--- src/hw/rtl/single_source_shortest_path_defines.svh ---
// assertion helpers shared by the rtl
`ifndef SINGLE_SOURCE_SHORTEST_PATH_DEFINES_SVH
`define SINGLE_SOURCE_SHORTEST_PATH_DEFINES_SVH

// checked only while out of reset
`define SSP_ASSERT(lbl, prop, msg) \
  lbl: assert property (@(posedge clk_i) disable iff (!rst_ni) prop) else $error(msg);

// checked on every edge, reset included
`define SSP_ASSERT_ALWAYS(lbl, prop, msg) \
  lbl: assert property (@(posedge clk_i) prop) else $error(msg);

`endif

--- src/hw/rtl/ssp_ram.sv ---
`default_nettype none

module ssp_ram #(
  parameter int unsigned WIDTH = 8,
  parameter int unsigned DEPTH = 16
) (
  input  wire logic                     clk_i,
  input  wire logic                     we_i,
  input  wire logic [$clog2(DEPTH)-1:0] waddr_i,
  input  wire logic [WIDTH-1:0]         wdata_i,
  input  wire logic [$clog2(DEPTH)-1:0] raddr_i,
  output logic      [WIDTH-1:0]         rdata_o
);

  logic [WIDTH-1:0] mem_q [DEPTH];

  always_ff @(posedge clk_i) begin
    if (we_i) begin
      mem_q[waddr_i] <= wdata_i;
    end
    rdata_o <= mem_q[raddr_i];
  end

endmodule

`default_nettype wire
--- config.mk ---
export PLATFORM = sky130hd
export DESIGN_NAME = ssp_ram
export DESIGN_NICKNAME = d
export VERILOG_FILES = /design/src/hw/rtl/single_source_shortest_path_defines.svh /design/src/hw/rtl/ssp_ram.sv
export SDC_FILE = /design/constraint.sdc
export NUM_CORES = 1
export LEC_CHECK = 0
export BUFFER_PORTS_ARGS = -buffer_cell sky130_fd_sc_hd__buf_4
export CORE_ASPECT_RATIO = 1.2
export CORE_MARGIN = 2
export CORE_UTILIZATION = 54
export CTS_BUF_LIST = sky130_fd_sc_hd__clkbuf_16
export DETAILED_ROUTE_END_ITERATION = 7
export PLACE_DENSITY = 0.74
export REMOVE_ABC_BUFFERS = 1
export SLEW_MARGIN = 20
export SYNTH_ARGS = -nofsm -noshare
export SYNTH_HDL_FRONTEND = slang
export SYNTH_SLANG_ARGS = --single-unit
--- constraint.sdc ---
create_clock -name clk_i -period 1.7 [get_ports clk_i]
set_clock_uncertainty 0.15 [all_clocks]
set_input_delay 0.17 -clock clk_i [delete_from_list [all_inputs] [get_ports clk_i]]
set_output_delay 0.17 -clock clk_i [all_outputs]
set_load 0.02 [all_outputs]
==> results of run 1 <==
## flip-flops by register name (all words and copies together) (netlist names)
register / flops
mem_q: 128
rdata_o: 8
## area by class of cell
class                   count  share of cell area [%]
flip-flops and latches    136                    62.9
well taps                 123                    2.42
clock buffers              17                    6.68
clock inverters            15                    3.63
multi-input cells          83                    16.6
repair buffers             57                    7.82
## cells in the mapped netlist, types with 2 or more instances
cell type / number / area [um^2]
nand3b_1: 2 / 15.0
mux4_2: 18 / 405
a22oi_1: 16 / 120
nor3_1: 4 / 20.0
buf_6: 3 / 33.8
dfxtp_1: 8 / 160
mux4_1: 14 / 368
edfxtp_1: 128 / 3840
nand2_1: 9 / 33.8
nand2b_1: 2 / 12.5
buf_2: 3 / 15.0
nor2_1: 13 / 48.8
clkdlybuf4s25_2: 3 / 30.0
## cells in the final DEF (no fill, tap or decap), drive strengths merged
cell type and count:
nand3b 2, nand3 1, buf 49, clkinv 7, dfxtp 8, mux4 32, dlygate4sd3 8, bufinv 6
a22oi 16, nor2b 1, nand2 9, and2b 1, and2 1, inv 2, nor2 13, edfxtp 128
or3b 1, nand2b 2, clkbuf 17, nor3 4
## worst max-delay path by stage
stage / start / cells after the start / endpoint
CTS: mem_q[1][5]$_DFFE_PP_ / 3 / rdata_o[5]$_DFF_P_
detailed placement: raddr_i[0] / 5 / rdata_o[1]$_DFF_P_
floorplan: waddr_i[2] / 2 / mem_q[0][0]$_DFFE_PP_
finish: mem_q[9][1]$_DFFE_PP_ / 3 / rdata_o[1]$_DFF_P_
global placement: raddr_i[0] / 5 / rdata_o[1]$_DFF_P_
global route: mem_q[11][1]$_DFFE_PP_ / 3 / rdata_o[1]$_DFF_P_
## worst min-delay path: stages
cell	delay, ns
buf_4	0.12
nor3_1	0.06
buf_4	0.17
## kinds of logic after synthesis
logic type	synth area share, %
AND/OR/NAND/NOR	3.18
AO/OA/AOI/OAI	2.33
buffers and inverters	1.68
flip-flops	77.8
multiplexers	15.0
## metal layers
layer	up-vias	wire (um)	part of all wire [%]	global-route usage (%)
met5	-	0	0	0
met4	0	343	3.3	10.6
met3	26	628	6.0	7.61
met2	109	5250	50	34.7
met1	1337	4230	40	29.7
li1	1107	-	-	-
## power breakdown
group / total [uW] / internal (uW) / switching (uW) / leakage, uW
Combinational: 430 / 201 / 229 / 0.000668
Clock: 4020 / 2730 / 1290 / 0.000332
Sequential: 3780 / 3750 / 26.7 / 0.00122
Total: 8230 / 6680 / 1540 / 0.00222
## per-stage QoR
step / cells / util, %
floorplan: 219 / -
global placement: 391 / 59.8
detailed placement: 391 / 59.8
CTS: 431 / 67.6
global route: 431 / 67.6
finish: 431 / 67.6
==> summary.txt, run 1 <==
Critical path
  • Critical Path Fanout Max: 1
  • Slowest cell on crit path: mux4_1
  • Terminus of the critical flop-to-flop path: rdata_o[1]$_DFF_P_
  • CP cell instances: mux4_1, a22oi_1, nand2_1
  • Crit path arrival time: 1.77 ns
  • Length in cells of the worst reg-to-reg path: 3
  • Delay-heaviest family, CP: multiplexers
  • Reg2Reg Setup Slack: 0.05 ns
  • CP Capture Type: flip-flop
  • R2R Path Start: mem_q[9][1]$_DFFE_PP_
  • CP Launch Type: flip-flop
  • CP Data Required Time: 1.82 ns
  • CP Class: flip-flop to flip-flop
  • WP buf/inv: 0
  • Slowest stage delay, CP: 0.50 ns

Routing
  • DRC: 0
  • DR WL/cell: 24.3 um
  • Via/cell ratio: 5.98
  • Antenna Nets Post-Route: 0
  • Starting DRC count in detailed routing: between 200 and 250
  • Final wirelength: 10.5 mm
  • Vias: 2579
  • Initial DRT Pass Iterations: 4

Synth
  • Seq cells post-synth: ~140
  • Avg Cell Area, Syn: 22.5 um^2
  • Post-synth EDFFs: 128
  • Prevailing post-synth register cell: edfxtp_1
  • Post-synthesis sequential area ratio: 77.8%
  • Unique masters post-synth: 19
  • Synth async-reset ratio: 0%
  • YS warnings: 0
  • Cell Area, Synth: 5150 um^2
  • Synthesized netlist cell count: 229

CTS
  • Post-CTS Setup Bufs: 0
  • Post-CTS Resized: 0
  • Worst skew pair latency: 0.41 ns
  • Cts bufs inserted: 17
  • Clk root buf: clkbuf_16
  • Clock sink total: 136
  • Max clock buf depth: 2
  • Clock-pin slew on the worst setup and hold paths: 0.06 ns
  • CTS H-tree lvls: 4
  • CTS tree: yes
  • Post-CTS Hold Fix Bufs: 8

Finish
  • Flip-flop and latch area: 4000 um^2
  • Area added between synthesis and finish: 23.7%
  • Post-route cell area: around 6400 um^2
  • Multi-input gate area: approximately 1100 um^2
  • Diodes inserted: 0
  • Share of layout cells above drive strength 1: 32.1%
  • Fill cells: 570
  • Nets@finish: 313

Power and ir drop
  • PD cells: 1290 nW/um^2
  • Power Total: 8230 uW
  • Worst VDD drop: 0.938 mV
  • Leakage: around 0.0022 uW

STA
  • PnR worst setup slack: 0.0500 ns
  • Fin crit period: 1.65 ns
  • Slew Viols, Final: 0
  • Final setup vio count: 0
  • Setup TNS: 0 ns
  • Fin Hold WS: approximately 0.14 ns
  • F_max: ~0.61 GHz
  • Slew margin rel.: approximately 46%
  • Hold Vio Cnt, Final: 0
  • RSZ-0062 raised after global routing: false
  • Worst-Margin Slew: 0.804 ns
  • Period Utilization, post-route: 97.1%

Global routing
  • First-pass GRT wire length: between 15 and 20 mm
  • GRT Overall Usage: 22.7%
  • Vias in the first global route: 2769
  • Grt total ovfl: 0
  • Largest net degree at the start of global routing: 17
  • Initial antenna violation count: 0

Hold path
  • Hold EP: mem_q[8][2]$_DFFE_PP_
  • Worst Hold Launch: waddr_i[0]
  • Hold Path Class: primary input to flip-flop
  • Hold path cells: 3

Place
  • Placement Setup Slack: -0.0452 ns
  • RePlAce Congestion: around 0.76
  • Placed cell areas: 5630 um^2
  • HPWL after DPL: approximately 6.2 mm
  • I/O Buffers: 25

Die
  • # IOs: 26
  • Num rows: 39
  • Die Span X: 93.1 um
  • Core area: 9420 um^2
  • Die Area: 10300 um^2
  • Die H: between 100 and 150 um
  • Initial Util: 54.7%

Outcome
  • Status: finished clean

Flow run
  • Max cap viols: 0
(Power assumes the default switching activity.)
==> inputs of run 2 (changes only) <==
--- a/config.mk
+++ b/config.mk
@@ -8,11 +8,10 @@
 export BUFFER_PORTS_ARGS = -buffer_cell sky130_fd_sc_hd__buf_4
 export CORE_ASPECT_RATIO = 1.2
 export CORE_MARGIN = 2
-export CORE_UTILIZATION = 54
+export CORE_UTILIZATION = 35
 export CTS_BUF_LIST = sky130_fd_sc_hd__clkbuf_16
 export DETAILED_ROUTE_END_ITERATION = 7
-export PLACE_DENSITY = 0.74
-export REMOVE_ABC_BUFFERS = 1
+export GPL_TIMING_DRIVEN = 0
 export SLEW_MARGIN = 20
 export SYNTH_ARGS = -nofsm -noshare
 export SYNTH_HDL_FRONTEND = slang
==> run 2 against run 1 <==
Effect of this change: die area up 52%; sequential share of layout area up 1.2 points; final area shrank 1.8%; utilization fell by 24 points; hold slack worse by 0.075 ns; setup slack improved by 0.028 ns; combinational power down 2%.
==> summary.txt, run 2 (synthesis gave the netlist of run 1 again) <==
Die
  • Die Area: 15700 um^2
  • Die H: 137 um
  • # IOs: 26
  • Die Span X: around 110 um
  • Num rows: 48
  • Initial Util: 35.7%
  • Core area: 14400 um^2

Place
  • I/O Buffers: 24
  • HPWL after DPL: slightly above 6 mm
  • RePlAce Congestion: approximately 0.71
  • Placement Setup Slack: -0.333 ns
  • Placed cell areas: about 5600 um^2

CTS
  • Clock sink total: 136
  • Clock-pin slew on the worst setup and hold paths: 0.06 ns
  • Max clock buf depth: 2
  • Post-CTS Resized: 0
  • CTS tree: yes
  • CTS H-tree lvls: 4
  • Worst skew pair latency: 0.41 ns
  • Cts bufs inserted: 17
  • Clk root buf: clkbuf_16

Synth
  • Synth Net Count: ~250

Power and ir drop
  • Switching power: around 1600 uW
  • Switching part of the total: 20.1%
  • Int Pwr: 6220 uW
  • Clock power frac: 46.2%
  • Power Total: 7780 uW
  • Worst VDD drop: 0.798 mV
  • Seq pwr share: 48.4%
  • Leakage: around 0.0021 uW
  • PD cells: between 1000 and 1500 nW/um^2
  • Logic pwr share: around 5.4%

Routing
  • Vias: 2390
  • DR WL/cell: 20.9 um
  • Antenna Nets Post-Route: 0
  • Starting DRC count in detailed routing: 175
  • DRC: 0
  • Initial DRT Pass Iterations: 4
  • Final wirelength: about 9.8 mm
  • Via/cell ratio: 5.11

Critical path
  • Critical Path Fanout Max: 1
  • CP Data Required Time: 1.82 ns
  • Crit path arrival time: 1.75 ns
  • CP Class: flip-flop to flip-flop
  • CP Capture Type: flip-flop
  • CP Launch Type: flip-flop

Global routing
  • GRT Overall Usage: 13.6%
  • Largest net degree at the start of global routing: 17
  • Met1 usage: ~17%
  • Busiest grt layer: met2
  • First-pass GRT wire length: 14.7 mm
  • Grt total ovfl: 0
  • Vias in the first global route: 2446
  • Initial antenna violation count: 0
  • Met2 GRT Util: 22.8%
  • GR Util met3: 3.72%

Finish
  • Commonest non-fill, non-tap cell in the layout: edfxtp_1
  • Top reg by flops: mem_q
  • Flip-flop and latch area: approximately 4000 um^2
  • Multi-input gate area: ~1100 um^2
  • Fill cells: 1243
  • Area added between synthesis and finish: 21.5%
  • Nets@finish: 298
  • Most frequent cells in the layout: 128 x edfxtp_1, 25 x buf_4, 22 x clkbuf_16, 18 x mux4_2, 16 x a22oi_1
  • Share of layout cells above drive strength 1: about 29%
  • Regs by FF count: mem_q x128, rdata_o x8
  • Post-route cell area: 6250 um^2
  • Final Core Density: 43.4%
  • Diodes inserted: 0
  • Max reg flops: about 130

STA
  • Hold Vio Cnt, Final: 0
  • Final setup vio count: 0
  • Fin crit period: around 1.6 ns
  • Fin Hold WS: 0.0632 ns
  • F_max: 0.616 GHz
  • Slew Viols, Final: 0
  • Period Utilization, post-route: 95.4%
  • RSZ-0062 raised after global routing: false
  • Slew margin rel.: 44.7%
  • Worst-Margin Slew: 0.827 ns
  • PnR worst setup slack: 0.0776 ns

Hold path
  • Hold Path Class: primary input to flip-flop

Flow run
  • Max cap viols: 0

Outcome
  • Status: finished clean
[run 2: cell count changes in the layout (fill, tap and decap cells not counted)]
cell             change
clkinv_2             -4
buf_2                +3
buf_4               -20
clkdlybuf4s25_2      +3
bufinv_16            -6
buf_6                +3
buf_12               -4
clkinv_1             +3
nor3_2               +4
nor3_1               -4
clkbuf_16            +5
inv_4                +2
[run 2: per-layer routing]
metal / up-vias / wire length (um)
met5: - / 0
met3: 9 / 507
met2: 68 / 5140
li1: 1076 / -
met1: 1237 / 4030
met4: 0 / 116
[run 2: worst max-delay path, cell delays in order, from the launching register on]
cell and delay, ns:
edfxtp_1 0.36, mux4_1 0.53, a22oi_1 0.31, nand2_1 0.13
[run 2: timing repair]
item                                   CTS  global route
buffers inserted                         0             0
endpoints found under the hold margin  128             0
hold buffers                             8             0
[run 2: cell type report]
| cell class | count | area share, % |
|---|---|---|
| Buffer | 10 | 1.38 |
| Clock inverter | 10 | 0.881 |
| Tap cell | 175 | 3.50 |
| Sequential cell | 136 | 64.0 |
| Timing Repair Buffer | 32 | 4.16 |
| Clock buffer | 22 | 8.81 |
| Multi-Input combinational cell | 83 | 17.2 |
[run 2: stage by stage]
step	setup TNS, ns	std cells
3_5_place_dp	-13.04	428
6_report	0	468
3_3_place_gp	-22.17	428
4_1_cts	0	468
5_1_grt	0	468
2_1_floorplan	0	229
[run 2: path summary, 6_finish.rpt]
kind / endpoint / cells past startpoint / slack [ns] / startpoint
max: rdata_o[0]$_DFF_P_ / 3 / 0.08 / mem_q[1][0]$_DFFE_PP_
min reg2reg: rdata_o[3]$_DFF_P_ / 3 / 0.55 / mem_q[14][3]$_DFFE_PP_
max reg2reg: rdata_o[0]$_DFF_P_ / 3 / 0.08 / mem_q[1][0]$_DFFE_PP_
min: mem_q[12][0]$_DFFE_PP_ / 2 / 0.06 / waddr_i[0]
[run 2: power by group through the flow]
stage                     combinational, uW  sequential (uW)  clock, uW
after floorplan                         191             3860          0
after global placement                  407             3830          0
after detailed placement                412             3840          0
after CTS                               429             3770       3640
after global routing                    453             3770       3770
final                                   420             3770       3600
